**src/rtl/pfid_pkg.sv**
```systemverilog
package pfid_pkg;

    // Operand and result width of the payload.
    localparam int WIDTH     = 32;
    // Residues, the modulus and the Euclidean remainders.
    localparam int MOD_W     = 31;
    // Signed Bezout coefficient; its magnitude never exceeds the modulus.
    localparam int COEF_W    = MOD_W + 3;
    localparam int PROD_W    = 2 * MOD_W;
    localparam int SRC_W     = (WIDTH > PROD_W) ? WIDTH : PROD_W;
    localparam int SCNT_W    = $clog2(SRC_W + 1);
    localparam int SHIFT_W   = $clog2(MOD_W);

    localparam int CFG_IDX_W  = 1;
    localparam int CFG_DATA_W = MOD_W;

    localparam logic [CFG_IDX_W-1:0] CFG_MODULUS   = 1'd0;
    localparam logic [CFG_IDX_W-1:0] CFG_SYMMETRIC = 1'd1;

    localparam logic [MOD_W-1:0] MODULUS_RESET = 31'h7FFF_FFFF;

    localparam logic [1:0] CMD_REDUCE  = 2'd0;
    localparam logic [1:0] CMD_INVERSE = 2'd1;
    localparam logic [1:0] CMD_DIVIDE  = 2'd2;

    typedef struct packed {
        logic [1:0]              cmd;
        logic signed [WIDTH-1:0] operand;
        logic signed [WIDTH-1:0] divisor;
    } t_in_item;

    typedef struct packed {
        logic signed [WIDTH-1:0] value;
        logic                    status;
    } t_out_item;

    typedef struct packed {
        logic              start;
        logic [SRC_W-1:0]  src;
        logic [SCNT_W-1:0] nbits;
    } t_smod_req;

    typedef struct packed {
        logic             done;
        logic [MOD_W-1:0] rem;
    } t_smod_rsp;

    typedef struct packed {
        logic             start;
        logic [MOD_W-1:0] a;
    } t_eu_req;

    typedef struct packed {
        logic             done;
        logic             ok;
        logic [MOD_W-1:0] inv;
    } t_eu_rsp;

    typedef enum logic [2:0] {
        ST_IDLE,
        ST_RED_OP,
        ST_RED_DIV,
        ST_INV,
        ST_MUL,
        ST_PROD_LOAD,
        ST_RED_PROD,
        ST_FIN
    } t_state;

    typedef enum logic [2:0] {
        EU_IDLE,
        EU_CHECK,
        EU_ALIGN,
        EU_SUB,
        EU_FIN
    } t_eu_state;

endpackage

```
**src/rtl/pfid_serial_mod.sv**
```systemverilog
module pfid_serial_mod (
    input  logic                          i_clk,
    input  logic                          i_rst_n,
    input  pfid_pkg::t_smod_req           i_req,
    input  logic [pfid_pkg::MOD_W-1:0]    i_p,
    output pfid_pkg::t_smod_rsp           o_rsp
);

    logic                            r_busy, n_busy;
    logic [pfid_pkg::SCNT_W-1:0]     r_cnt, n_cnt;
    logic [pfid_pkg::SRC_W-1:0]      r_src, n_src;
    logic [pfid_pkg::MOD_W-1:0]      r_acc, n_acc;
    logic [pfid_pkg::MOD_W:0]        acc2;

    // One source bit enters per cycle; the accumulator stays below p, so one
    // conditional subtraction keeps it reduced.
    always_comb begin
        acc2   = {r_acc, r_src[pfid_pkg::SRC_W-1]};
        n_busy = r_busy;
        n_cnt  = r_cnt;
        n_src  = r_src;
        n_acc  = r_acc;
        if (i_req.start) begin
            n_busy = 1'b1;
            n_cnt  = i_req.nbits;
            n_src  = i_req.src;
            n_acc  = '0;
        end else if (r_busy) begin
            if (r_cnt != '0) begin
                n_cnt = r_cnt - pfid_pkg::SCNT_W'(1);
                n_src = r_src << 1;
                if (acc2 >= {1'b0, i_p}) begin
                    n_acc = pfid_pkg::MOD_W'(acc2 - {1'b0, i_p});
                end else begin
                    n_acc = acc2[pfid_pkg::MOD_W-1:0];
                end
            end else begin
                n_busy = 1'b0;
            end
        end
    end

    always_ff @(posedge i_clk) begin
        if (!i_rst_n) begin
            r_busy <= 1'b0;
        end else begin
            r_busy <= n_busy;
        end
    end

    always_ff @(posedge i_clk) begin
        r_cnt <= n_cnt;
        r_src <= n_src;
        r_acc <= n_acc;
    end

    assign o_rsp.done = r_busy && (r_cnt == '0);
    assign o_rsp.rem  = r_acc;

endmodule

```
**src/rtl/pfid_euclid.sv**
```systemverilog
module pfid_euclid (
    input  logic                          i_clk,
    input  logic                          i_rst_n,
    input  pfid_pkg::t_eu_req             i_req,
    input  logic [pfid_pkg::MOD_W-1:0]    i_p,
    output pfid_pkg::t_eu_rsp             o_rsp
);

    pfid_pkg::t_eu_state                 r_state, n_state;
    logic [pfid_pkg::MOD_W-1:0]          r_r, n_r;
    logic [pfid_pkg::MOD_W-1:0]          r_d, n_d;
    logic signed [pfid_pkg::COEF_W-1:0]  r_t, n_t;
    logic signed [pfid_pkg::COEF_W-1:0]  r_dt, n_dt;
    logic [pfid_pkg::SHIFT_W-1:0]        r_k, n_k;

    logic                                can_shift;
    logic                                can_sub;
    logic [pfid_pkg::MOD_W-1:0]          rem;
    logic signed [pfid_pkg::COEF_W-1:0]  t_sub;
    logic signed [pfid_pkg::COEF_W-1:0]  p_ext;
    logic signed [pfid_pkg::COEF_W-1:0]  t_plus_p;
    logic signed [pfid_pkg::COEF_W-1:0]  t_minus_p;

    // The divisor d and its coefficient dt are shifted up until 2d exceeds r,
    // then walked back down one bit a cycle, subtracting where they fit. The
    // quotient is never formed; t has q * dt subtracted from it bit by bit.
    assign can_shift = ({r_d, 1'b0} <= {1'b0, r_r});
    assign can_sub   = (r_d <= r_r);
    assign rem       = can_sub ? (r_r - r_d) : r_r;
    assign t_sub     = can_sub ? (r_t - r_dt) : r_t;
    assign p_ext     = $signed({{(pfid_pkg::COEF_W-pfid_pkg::MOD_W){1'b0}}, i_p});
    assign t_plus_p  = r_t + p_ext;
    assign t_minus_p = r_t - p_ext;

    always_comb begin
        n_state = r_state;
        case (r_state)
            pfid_pkg::EU_IDLE: begin
                if (i_req.start) begin
                    n_state = pfid_pkg::EU_CHECK;
                end
            end
            pfid_pkg::EU_CHECK: begin
                n_state = (r_d == '0) ? pfid_pkg::EU_FIN : pfid_pkg::EU_ALIGN;
            end
            pfid_pkg::EU_ALIGN: begin
                if (!can_shift) begin
                    n_state = pfid_pkg::EU_SUB;
                end
            end
            pfid_pkg::EU_SUB: begin
                if (r_k == '0) begin
                    n_state = pfid_pkg::EU_CHECK;
                end
            end
            pfid_pkg::EU_FIN: begin
                n_state = pfid_pkg::EU_IDLE;
            end
            default: begin
                n_state = pfid_pkg::EU_IDLE;
            end
        endcase
    end

    always_comb begin
        n_r  = r_r;
        n_d  = r_d;
        n_t  = r_t;
        n_dt = r_dt;
        n_k  = r_k;
        o_rsp.done = 1'b0;
        o_rsp.ok   = 1'b0;
        o_rsp.inv  = '0;
        case (r_state)
            pfid_pkg::EU_IDLE: begin
                if (i_req.start) begin
                    n_r  = i_p;
                    n_d  = i_req.a;
                    n_t  = '0;
                    n_dt = {{(pfid_pkg::COEF_W-1){1'b0}}, 1'b1};
                    n_k  = '0;
                end
            end
            pfid_pkg::EU_ALIGN: begin
                if (can_shift) begin
                    n_d  = r_d << 1;
                    n_dt = r_dt <<< 1;
                    n_k  = r_k + pfid_pkg::SHIFT_W'(1);
                end
            end
            pfid_pkg::EU_SUB: begin
                if (r_k == '0) begin
                    // Quotient step finished: rotate the remainder pairs.
                    n_r  = r_d;
                    n_t  = r_dt;
                    n_d  = rem;
                    n_dt = t_sub;
                end else begin
                    n_r  = rem;
                    n_t  = t_sub;
                    n_d  = r_d >> 1;
                    n_dt = r_dt >>> 1;
                    n_k  = r_k - pfid_pkg::SHIFT_W'(1);
                end
            end
            pfid_pkg::EU_FIN: begin
                o_rsp.done = 1'b1;
                o_rsp.ok   = (r_r == pfid_pkg::MOD_W'(1));
                if (r_r == pfid_pkg::MOD_W'(1)) begin
                    if (r_t < 0) begin
                        o_rsp.inv = t_plus_p[pfid_pkg::MOD_W-1:0];
                    end else if (r_t >= p_ext) begin
                        o_rsp.inv = t_minus_p[pfid_pkg::MOD_W-1:0];
                    end else begin
                        o_rsp.inv = r_t[pfid_pkg::MOD_W-1:0];
                    end
                end
            end
            default: begin
            end
        endcase
    end

    always_ff @(posedge i_clk) begin
        if (!i_rst_n) begin
            r_state <= pfid_pkg::EU_IDLE;
        end else begin
            r_state <= n_state;
        end
    end

    always_ff @(posedge i_clk) begin
        r_r  <= n_r;
        r_d  <= n_d;
        r_t  <= n_t;
        r_dt <= n_dt;
        r_k  <= n_k;
    end

endmodule

```
**src/rtl/prime_field_inverse_divide_core.sv**
```systemverilog
// Steps: reduce returns the operand reduced mod p; inverse adds the Euclidean quotient steps,
// each an alignment of the divisor and a walk back down over the quotient bits; divide adds
// a 32-bit divisor reduction and a 62-bit product reduction.
// Throughput: one transaction at a time; the next is taken once the result is registered.
// Reset (synchronous, active low) clears all control state, sets the modulus to
// 2147483647 and selects the range 0..p-1.
module prime_field_inverse_divide_core (
    input  logic                               i_clk,
    input  logic                               i_rst_n,
    input  logic                               i_cfg_we,
    input  logic [pfid_pkg::CFG_IDX_W-1:0]     i_cfg_idx,
    input  logic [pfid_pkg::CFG_DATA_W-1:0]    i_cfg_data,
    input  logic                               i_in_valid,
    output logic                               o_in_stall,
    input  pfid_pkg::t_in_item                 i_in_item,
    output logic                               o_out_valid,
    input  logic                               i_out_stall,
    output pfid_pkg::t_out_item                o_out_item
);

    pfid_pkg::t_state                r_state, n_state;
    logic [pfid_pkg::MOD_W-1:0]      r_modulus;
    logic                            r_sym;
    pfid_pkg::t_in_item              r_item, n_item;
    logic [pfid_pkg::MOD_W-1:0]      r_a, n_a;
    logic [pfid_pkg::MOD_W-1:0]      r_inv, n_inv;
    logic [pfid_pkg::PROD_W-1:0]     r_prod, n_prod;
    logic [pfid_pkg::MOD_W-1:0]      r_res, n_res;
    logic                            r_status, n_status;
    pfid_pkg::t_out_item             r_out, n_out;
    logic                            r_out_valid, n_out_valid;

    logic [pfid_pkg::MOD_W-1:0]      p_eff;
    logic                            in_acc;
    logic                            out_free;
    logic                            fix_neg;
    logic [pfid_pkg::MOD_W-1:0]      fixed;
    pfid_pkg::t_smod_req             smod_req;
    pfid_pkg::t_smod_rsp             smod_rsp;
    pfid_pkg::t_eu_req               eu_req;
    pfid_pkg::t_eu_rsp               eu_rsp;

    function automatic logic [pfid_pkg::WIDTH-1:0] f_mag(
        input logic [pfid_pkg::WIDTH-1:0] x
    );
        f_mag = x[pfid_pkg::WIDTH-1] ? (~x + pfid_pkg::WIDTH'(1)) : x;
    endfunction

    function automatic logic [pfid_pkg::WIDTH-1:0] f_present(
        input logic [pfid_pkg::MOD_W-1:0] n,
        input logic [pfid_pkg::MOD_W-1:0] p,
        input logic                       sym
    );
        logic [pfid_pkg::MOD_W-1:0]     half;
        logic signed [pfid_pkg::MOD_W+1:0] v;
        half = p >> 1;
        v    = $signed({2'b00, n});
        if (sym && (n > half)) begin
            v = v - $signed({2'b00, p});
        end
        f_present = pfid_pkg::WIDTH'(v);
    endfunction

    // A modulus of 0 or 1 behaves as 2.
    assign p_eff    = (r_modulus[pfid_pkg::MOD_W-1:1] == '0) ? pfid_pkg::MOD_W'(2)
                                                             : r_modulus;
    assign in_acc   = i_in_valid && !o_in_stall;
    assign out_free = !r_out_valid || !i_out_stall;
    assign o_in_stall  = (r_state != pfid_pkg::ST_IDLE);
    assign o_out_valid = r_out_valid;
    assign o_out_item  = r_out;

    // The serial unit reduces the magnitude; a negative input maps to p - r.
    assign fix_neg = (r_state == pfid_pkg::ST_RED_OP) ? r_item.operand[pfid_pkg::WIDTH-1]
                                                      : r_item.divisor[pfid_pkg::WIDTH-1];
    assign fixed   = (fix_neg && (smod_rsp.rem != '0)) ? (p_eff - smod_rsp.rem)
                                                       : smod_rsp.rem;

    pfid_serial_mod u_smod (
        .i_clk   (i_clk),
        .i_rst_n (i_rst_n),
        .i_req   (smod_req),
        .i_p     (p_eff),
        .o_rsp   (smod_rsp)
    );

    pfid_euclid u_euclid (
        .i_clk   (i_clk),
        .i_rst_n (i_rst_n),
        .i_req   (eu_req),
        .i_p     (p_eff),
        .o_rsp   (eu_rsp)
    );

    always_comb begin
        n_state = r_state;
        case (r_state)
            pfid_pkg::ST_IDLE: begin
                if (in_acc) begin
                    n_state = pfid_pkg::ST_RED_OP;
                end
            end
            pfid_pkg::ST_RED_OP: begin
                if (smod_rsp.done) begin
                    case (r_item.cmd)
                        pfid_pkg::CMD_INVERSE: n_state = pfid_pkg::ST_INV;
                        pfid_pkg::CMD_DIVIDE:  n_state = pfid_pkg::ST_RED_DIV;
                        default:               n_state = pfid_pkg::ST_FIN;
                    endcase
                end
            end
            pfid_pkg::ST_RED_DIV: begin
                if (smod_rsp.done) begin
                    n_state = pfid_pkg::ST_INV;
                end
            end
            pfid_pkg::ST_INV: begin
                if (eu_rsp.done) begin
                    if (!eu_rsp.ok || (r_item.cmd == pfid_pkg::CMD_INVERSE)) begin
                        n_state = pfid_pkg::ST_FIN;
                    end else begin
                        n_state = pfid_pkg::ST_MUL;
                    end
                end
            end
            pfid_pkg::ST_MUL: begin
                n_state = pfid_pkg::ST_PROD_LOAD;
            end
            pfid_pkg::ST_PROD_LOAD: begin
                n_state = pfid_pkg::ST_RED_PROD;
            end
            pfid_pkg::ST_RED_PROD: begin
                if (smod_rsp.done) begin
                    n_state = pfid_pkg::ST_FIN;
                end
            end
            pfid_pkg::ST_FIN: begin
                if (out_free) begin
                    n_state = pfid_pkg::ST_IDLE;
                end
            end
            default: begin
                n_state = pfid_pkg::ST_IDLE;
            end
        endcase
    end

    always_comb begin
        smod_req.start = 1'b0;
        smod_req.src   = pfid_pkg::SRC_W'(r_prod) << (pfid_pkg::SRC_W - pfid_pkg::PROD_W);
        smod_req.nbits = pfid_pkg::SCNT_W'(pfid_pkg::PROD_W);
        eu_req.start   = 1'b0;
        eu_req.a       = fixed;
        n_item      = r_item;
        n_a         = r_a;
        n_inv       = r_inv;
        n_prod      = r_prod;
        n_res       = r_res;
        n_status    = r_status;
        n_out       = r_out;
        n_out_valid = r_out_valid && i_out_stall;
        case (r_state)
            pfid_pkg::ST_IDLE: begin
                smod_req.src   = pfid_pkg::SRC_W'(f_mag(i_in_item.operand))
                                 << (pfid_pkg::SRC_W - pfid_pkg::WIDTH);
                smod_req.nbits = pfid_pkg::SCNT_W'(pfid_pkg::WIDTH);
                if (in_acc) begin
                    smod_req.start = 1'b1;
                    n_item         = i_in_item;
                end
            end
            pfid_pkg::ST_RED_OP: begin
                smod_req.src   = pfid_pkg::SRC_W'(f_mag(r_item.divisor))
                                 << (pfid_pkg::SRC_W - pfid_pkg::WIDTH);
                smod_req.nbits = pfid_pkg::SCNT_W'(pfid_pkg::WIDTH);
                if (smod_rsp.done) begin
                    n_a      = fixed;
                    n_status = 1'b0;
                    n_res    = (r_item.cmd == pfid_pkg::CMD_REDUCE) ? fixed : '0;
                    smod_req.start = (r_item.cmd == pfid_pkg::CMD_DIVIDE);
                    eu_req.start   = (r_item.cmd == pfid_pkg::CMD_INVERSE);
                end
            end
            pfid_pkg::ST_RED_DIV: begin
                eu_req.start = smod_rsp.done;
            end
            pfid_pkg::ST_INV: begin
                if (eu_rsp.done) begin
                    n_status = !eu_rsp.ok;
                    n_res    = eu_rsp.ok ? eu_rsp.inv : '0;
                    n_inv    = eu_rsp.inv;
                end
            end
            pfid_pkg::ST_MUL: begin
                n_prod = r_a * r_inv;
            end
            pfid_pkg::ST_PROD_LOAD: begin
                smod_req.start = 1'b1;
            end
            pfid_pkg::ST_RED_PROD: begin
                if (smod_rsp.done) begin
                    n_res = smod_rsp.rem;
                end
            end
            pfid_pkg::ST_FIN: begin
                if (out_free) begin
                    n_out.value  = f_present(r_res, p_eff, r_sym);
                    n_out.status = r_status;
                    n_out_valid  = 1'b1;
                end
            end
            default: begin
            end
        endcase
    end

    always_ff @(posedge i_clk) begin
        if (!i_rst_n) begin
            r_state     <= pfid_pkg::ST_IDLE;
            r_out_valid <= 1'b0;
            r_modulus   <= pfid_pkg::MODULUS_RESET;
            r_sym       <= 1'b0;
        end else begin
            r_state     <= n_state;
            r_out_valid <= n_out_valid;
            if (i_cfg_we && (i_cfg_idx == pfid_pkg::CFG_MODULUS)) begin
                r_modulus <= i_cfg_data;
            end
            if (i_cfg_we && (i_cfg_idx == pfid_pkg::CFG_SYMMETRIC)) begin
                r_sym <= i_cfg_data[0];
            end
        end
    end

    always_ff @(posedge i_clk) begin
        r_item   <= n_item;
        r_a      <= n_a;
        r_inv    <= n_inv;
        r_prod   <= n_prod;
        r_res    <= n_res;
        r_status <= n_status;
        r_out    <= n_out;
    end

    a_err_value_zero: assert property (@(posedge i_clk) disable iff (!i_rst_n)
        (o_out_valid && o_out_item.status) |-> (o_out_item.value == '0))
        else $error("error transaction carries a nonzero value");

    a_status_cmd: assert property (@(posedge i_clk) disable iff (!i_rst_n)
        ((r_state == pfid_pkg::ST_FIN) && r_status) |->
        ((r_item.cmd == pfid_pkg::CMD_INVERSE) || (r_item.cmd == pfid_pkg::CMD_DIVIDE)))
        else $error("inverse failure flagged for a command without inversion");

    a_eu_done_state: assert property (@(posedge i_clk) disable iff (!i_rst_n)
        eu_rsp.done |-> (r_state == pfid_pkg::ST_INV))
        else $error("Euclid unit finished outside the inversion phase");

    a_mul_range: assert property (@(posedge i_clk) disable iff (!i_rst_n)
        (r_state == pfid_pkg::ST_MUL) |-> ((r_a < p_eff) && (r_inv < p_eff)))
        else $error("multiplier operand is not a reduced residue");

endmodule
```
**config.mk**
```make
export PLATFORM = sky130hd
export DESIGN_NAME = prime_field_inverse_divide_core
export DESIGN_NICKNAME = d
export VERILOG_FILES = /design/src/rtl/pfid_pkg.sv /design/src/rtl/pfid_serial_mod.sv /design/src/rtl/pfid_euclid.sv /design/src/rtl/prime_field_inverse_divide_core.sv
export SDC_FILE = /design/constraint.sdc
export NUM_CORES = 2
export LEC_CHECK = 0
export CORE_MARGIN = 2
export CORE_UTILIZATION = 52
export DETAILED_ROUTE_END_ITERATION = 7
export DONT_BUFFER_PORTS = 1
export PLACE_DENSITY_LB_ADDON = 0.3
export SLEW_MARGIN = 25
export SYNTH_ARGS = -nofsm -noshare
export SYNTH_HDL_FRONTEND = slang
export SYNTH_HIERARCHICAL = 1
export SYNTH_SLANG_ARGS = --single-unit
```
**constraint.sdc**
```tcl
create_clock -name i_clk -period 10.65 [get_ports i_clk]
set_input_delay 0.5325 -clock i_clk [delete_from_list [all_inputs] [get_ports i_clk]]
set_output_delay 0.5325 -clock i_clk [all_outputs]
set_load 0.01 [all_outputs]
```
## Yosys cells after proc, flatten, opt, wreduce, memory -nomap -nowiden

Index checks and enable logic that the tools add are counted.

| word-level totals | value |
|---|---|
| register bits | 529 |
| bits of input ports | 103 |
| output and inout port bits | 35 |
| word-level logic and storage cells | 187 |

| operators by class | value |
|---|---|
| $add $sub $neg | 12 |
| multipliers | 1 |
| $lt $le $gt $ge | 6 |
| equality and inequality tests | 25 |
| multiplexer cells | 71 |
| bitwise logic cells | 3 |
| reductions and logical operators | 43 |

Operators by type and width:

| operator | number |
|---|---|
| 31-bit 2-to-1 mux | 18 |
| 34-bit 2-to-1 mux | 6 |
| 62-bit 2-to-1 mux | 3 |
| 31-bit one-hot mux with 3 select lines | 2 |
| 68-bit one-hot mux with 2 select lines | 1 |
| 31-bit subtractor | 4 |
| 34-bit one-hot mux with 3 select lines | 1 |
| 34-bit one-hot mux with 2 select lines | 1 |
| 32-bit by 1-bit adder with 32-bit output (second input constant) | 2 |
| 32-bit 2-to-1 mux | 2 |
| 32-bit NOT | 2 |
| 31-bit by 31-bit multiplier with 62-bit output | 1 |
| 31-bit one-hot mux with 2 select lines | 1 |
| 34-bit by 32-bit >= comparator with 1-bit output | 1 |
| 34-bit by 1-bit less-than comparator with 1-bit output (second input constant) | 1 |
| 34-bit subtractor | 1 |
| 33-bit 2-to-1 mux | 1 |
| 32-bit by 31-bit >= comparator with 1-bit output | 1 |
| 32-bit by 31-bit <= comparator with 1-bit output | 1 |
| 31-bit by 31-bit subtractor with 32-bit output | 1 |
| 31-bit adder | 1 |
| 31-bit by 1-bit == test with 1-bit output (second input constant) | 1 |
| 31-bit by 30-bit > comparator with 1-bit output | 1 |
| 31-bit <= comparator | 1 |
| other kinds (39) | 106 |

## Logic depth before layout (Yosys ltp)

| depth | value |
|---|---|
| depth after elaboration | 12 |
| gate-level depth with buffers | 30 |
| depth with buffers taken out | 28 |

## Modules after synthesis

The synthesis kept the hierarchy.

By module, submodules not included:

| module | times used | cells an instance | area an instance (um^2) | seq. area each (um^2) |
|---|---|---|---|---|
| prime_field_inverse_divide_core | 1 | 5065 | 46773.6 | 7447.1 |
| pfid_euclid | 1 | 2023 | 15842.7 | 4113.9 |
| pfid_serial_mod | 1 | 626 | 6388.6 | 2682.6 |

## Worst setup path after synthesis

OpenSTA, ideal clock, no wires.

| path | value |
|---|---|
| path kind | register -> register |
| start | register r_inv[7] (netlist bit) |
| end | register r_prod[47] (netlist bit), data pin |
| setup time | 0.263 ns |
| arrival time | 7.430 ns |
| data required time | 10.387 ns |
| path slack | 2.956 ns |
| cell stages (with the launch flop) | 28 |
| buffers on the path | 2 |
| period minus slack after synthesis | 7.694 ns |
| cells stage by stage | edfxtp_1 -> clkbuf_1 -> nand2_1 -> fa_1 -> inv_1 -> fa_1 -> inv_1 -> fa_1 -> inv_1 -> fa_1 -> inv_1 -> fa_1 -> inv_1 -> fa_1 -> fa_1 -> fa_1 -> ha_1 -> clkbuf_1 -> nand3_1 -> nor3_1 -> or3b_2 -> o22ai_1 -> or2_2 -> a21oi_1 -> o21a_1 -> o31ai_1 -> a311oi_1 -> xnor2_1 |

| between the ends | value |
|---|---|
| longest elaborated chain between the ends | 1 |

RTL lines:

| item | line | source |
|---|---|---|
| start: declaration | prime_field_inverse_divide_core.sv:26 | `logic [pfid_pkg::MOD_W-1:0] r_inv, n_inv;` |
| start signal: assignment | prime_field_inverse_divide_core.sv:238 | `r_inv <= n_inv;` |
| 31-bit by 31-bit multiplier with 62-bit output | prime_field_inverse_divide_core.sv:195 | `n_prod = r_a * r_inv;` |
| end signal: assignment | prime_field_inverse_divide_core.sv:239 | `r_prod <= n_prod;` |
| end: declaration | prime_field_inverse_divide_core.sv:27 | `logic [pfid_pkg::PROD_W-1:0] r_prod, n_prod;` |

Every way passes these cells.
A chain may end at the register's enable or synchronous reset.

## Worst setup path in the final report

| path | value |
|---|---|
| start | register r_a[9] (netlist bit) |
| end | register r_prod[59] (netlist bit), data pin |

| between the ends | value |
|---|---|
| longest elaborated chain between the ends | 1 |

RTL lines:

| item | line | source |
|---|---|---|
| start: declaration | prime_field_inverse_divide_core.sv:25 | `logic [pfid_pkg::MOD_W-1:0] r_a, n_a;` |
| start signal: assignment | prime_field_inverse_divide_core.sv:237 | `r_a <= n_a;` |
| 31-bit by 31-bit multiplier with 62-bit output | prime_field_inverse_divide_core.sv:195 |  |

Every way passes these cells.

==> qor.yml <==
grt_max_degree: 98
synth-async-reset-ratio: 0
netlist_top_cells_count: "1140 x inv_1, 884 x nand2_1, 845 x fa_1"
slew_violations: 0
syn_area_per_cell_um2: 8.95
use_met3: 0.0627
finalPower_w: 0.00795
critPathMaxFanout: 22
synth_area_um2: 69000
worstReg2RegStart: "r_a[9]"
postLayoutSetupSlackWorst_ns: 1.86
clock_sinks: 498
dp_slack_ns: 1.97
max_cap_viol_count: 0
die_x_um: 368
drcViolationCount: 0
crit_chain: "buf_4 > and2_1 > fa_1 > inv_1 > fa_1 > fa_1 > fa_1 > fa_1 > fa_1 > fa_1 > fa_1 > inv_1 > ha_1 > nand3_1 > nor3_1 > or3b_2 > o22ai_1 > o211ai_1 > nand3_1 > a21oi_1 > o31ai_1 > a41oi_1 > xnor2_1"
die-area_um2: 136000
first_global_vias: 58116
status: "finished, final reports clean"
overflow: 0
clock_path_buffers: 3
nNetsFinal: 9021
p_per_area_nw_per_um2: 108
fin_crit_ns: 8.79
clkTransAtPathRegs_ns: 0.06
slew_headroom: 0.213
cp_slowest_cell: "edfxtp_1"
syn_nets: 9205
synth_top_cell_area_share: 0.245
period_share: 0.826
start_util: 0.524
crit_buf_inv: 3
first_iter_violations: 5019
hold_viol: 0
r2r.worst_path.cells: 23
cts-resized-gates: 0
p_leak_nw: 34.1
yosys_warnings: 6
drive_above_1_share: 0.0554
yosysTopAreaCell: "fa_1"
row_count: 133
tightest_slew_ns: 1.18
io_buffer_count: 0
cts_tree: "built"
pin_count: 138
rsz0062_at_grt: "false"
critPathRequiredTime_ns: 11.09
ys_ff_latch: 498
crit_type: "reg -> reg"
yosysMostFrequentCell: "inv_1"
h-tree-depth: 2
top_usage_layer: "met2"
finalSetupViolCount: 0
finalClockSkew_ns: 0.0964
die_h_um: 368
root_buffer: "clkbuf_16"
routed_via_density: 6.06
cp_top_family: "adder cells"
ir_worst_vdd_v: 0.000151
hpwlAfterDp_mm: 167
hold_depth: 2
arrival_ns: 9.24
fp.coreArea_um2: 132000
cpMostUsedCell: "fa_1"
synthTopCellsByArea: "fa_1 25%, edfxtp_1 19%, ha_1 9.8%"
ys_seq_area_frac: 0.206
netlist_instances: 7714
r2r_setup_slack_ns: 1.86
final_antenna_net_count: 0
wirelength_mm: 221
vias: 56559
ys_types: 104
timing.rr.end: "r_prod[59]"
cts_buffers: 60
syn2layout_area_growth_pct: 6.61
max_clock_freq_mhz: 114
met2_usage: 0.526
gp_congestion: 0.974
hp-start: "i_rst_n"
grt_usage: 0.324
wl_per_cell_um: 23.7
synth_edf_count: 427
min_to: "r_state[1]"
grt_pass1_wl_mm: 339
grt_use_met1: 0.395
worst_setup_path_end_kind: "register"
start_kind: "register"
clk_latency_ns: 0.74
slowest_delay_ns: 1.04
setup_tns_ns: 0
dr.pass1.iters: 7
hold_path.class: "in -> reg"
synth_ff_type: "edfxtp_1"
antenna_found_initial: 14
==> worst reg2reg max path, delay by kind of cell, from the launching register on <==
kind	cells	cell delay [ns]
AO/OA/AOI/OAI	5	1.36
XOR/XNOR	1	0.16
adder cells (fa/ha/maj)	9	4.25
buffers and inverters	3	0.56
flip-flops	1	1.04
AND/OR/NAND/NOR	5	1.14
==> stage by stage <==
stage / hold WS, ns / cells / utilization / area, um^2
3_5_place_dp: 0.435 / 9156 / 0.537 / 70700
4_1_cts: 0.00632 / 9334 / 0.558 / 73500
5_1_grt: 0.0450 / 9337 / 0.559 / 73600
3_3_place_gp: 0.435 / 9152 / 0.536 / 70600
2_1_floorplan: 0.400 / 7714 / - / 69000
6_report: 0.0302 / 9340 / 0.559 / 73600
==> layer usage <==
layer,part of all wire,up-vias
met5,0.00039,-
met1,0.38,27862
met2,0.46,2717
met3,0.088,780
met4,0.074,14
li1,-,25186
==> cell usage in the layout (no fill, tap or decap), drive strengths merged, types with 77 or more instances in the layout <==
master and count:
nor2 309, nand2 885, a21o 169, o21ai 449, xnor2 179, inv 1145
buf 150, fa 845, mux2i 77, a21oi 375, xor2 109, nand3 85
ha 543, edfxtp 427, and2 571
==> layout make-up <==
type | instances | area [um^2]
fillers | 11742 | 58100
multi-input cells | 5615 | 48800
flip-flops and latches | 498 | 14200
inverters | 1141 | 4280
well taps | 1755 | 2200
repair buffers | 214 | 1830
clock buffers | 71 | 1570
clock inverters | 43 | 613
diodes | 3 | 7.51
==> kinds of logic (layout without fill, tap and decap cells) <==
group	Yosys count	in the layout	share of synthesized area
AO/OA/AOI/OAI	1532	1532	0.142
XOR/XNOR	288	288	0.0366
adder cells (fa/ha/maj)	1388	1388	0.344
buffers and inverters	1601	1469	0.0881
flip-flops	498	498	0.206
multiplexers	149	149	0.0229
other	2	5	0.000109
AND/OR/NAND/NOR	2256	2256	0.161
==> power breakdown <==
group	switching (W)	total (W)	internal, W
Sequential	0.000246	0.00283	0.00259
Combinational	0.00179	0.00279	0.00101
Clock	0.000962	0.00232	0.00136
==> flip-flops by register name (all words and copies together), names as in the netlist, 5 cells and up <==
signal / flops
r_prod: 62
u_smod/r_src: 62
r_item: 35
u_euclid/r_dt: 34
u_euclid/r_t: 34
o_out_item: 33
r_a: 31
r_inv: 31
r_modulus: 31
r_res: 31
u_euclid/r_d: 31
u_euclid/r_r: 31
u_smod/r_acc: 31
u_smod/r_cnt: 6
u_euclid/r_k: 5
==> worst max path at each step <==
stage                       to  cells past startpoint  slack [ns]  startpoint
finish              r_prod[59]                     23        1.86      r_a[9]
global route        r_prod[59]                     28        1.57    r_inv[8]
CTS                 r_prod[59]                     28        1.92    r_inv[8]
detailed placement  r_prod[59]                     28        1.97    r_inv[8]
global placement    r_prod[59]                     28        2.06    r_inv[8]
floorplan           r_prod[47]                     27        2.96    r_inv[7]
==> timing repair <==
action	CTS	global route
setup buffers	0	0
hold buffers	64	0
hold endpoints to repair	70	0
Power figures use the tool's default switching activity.
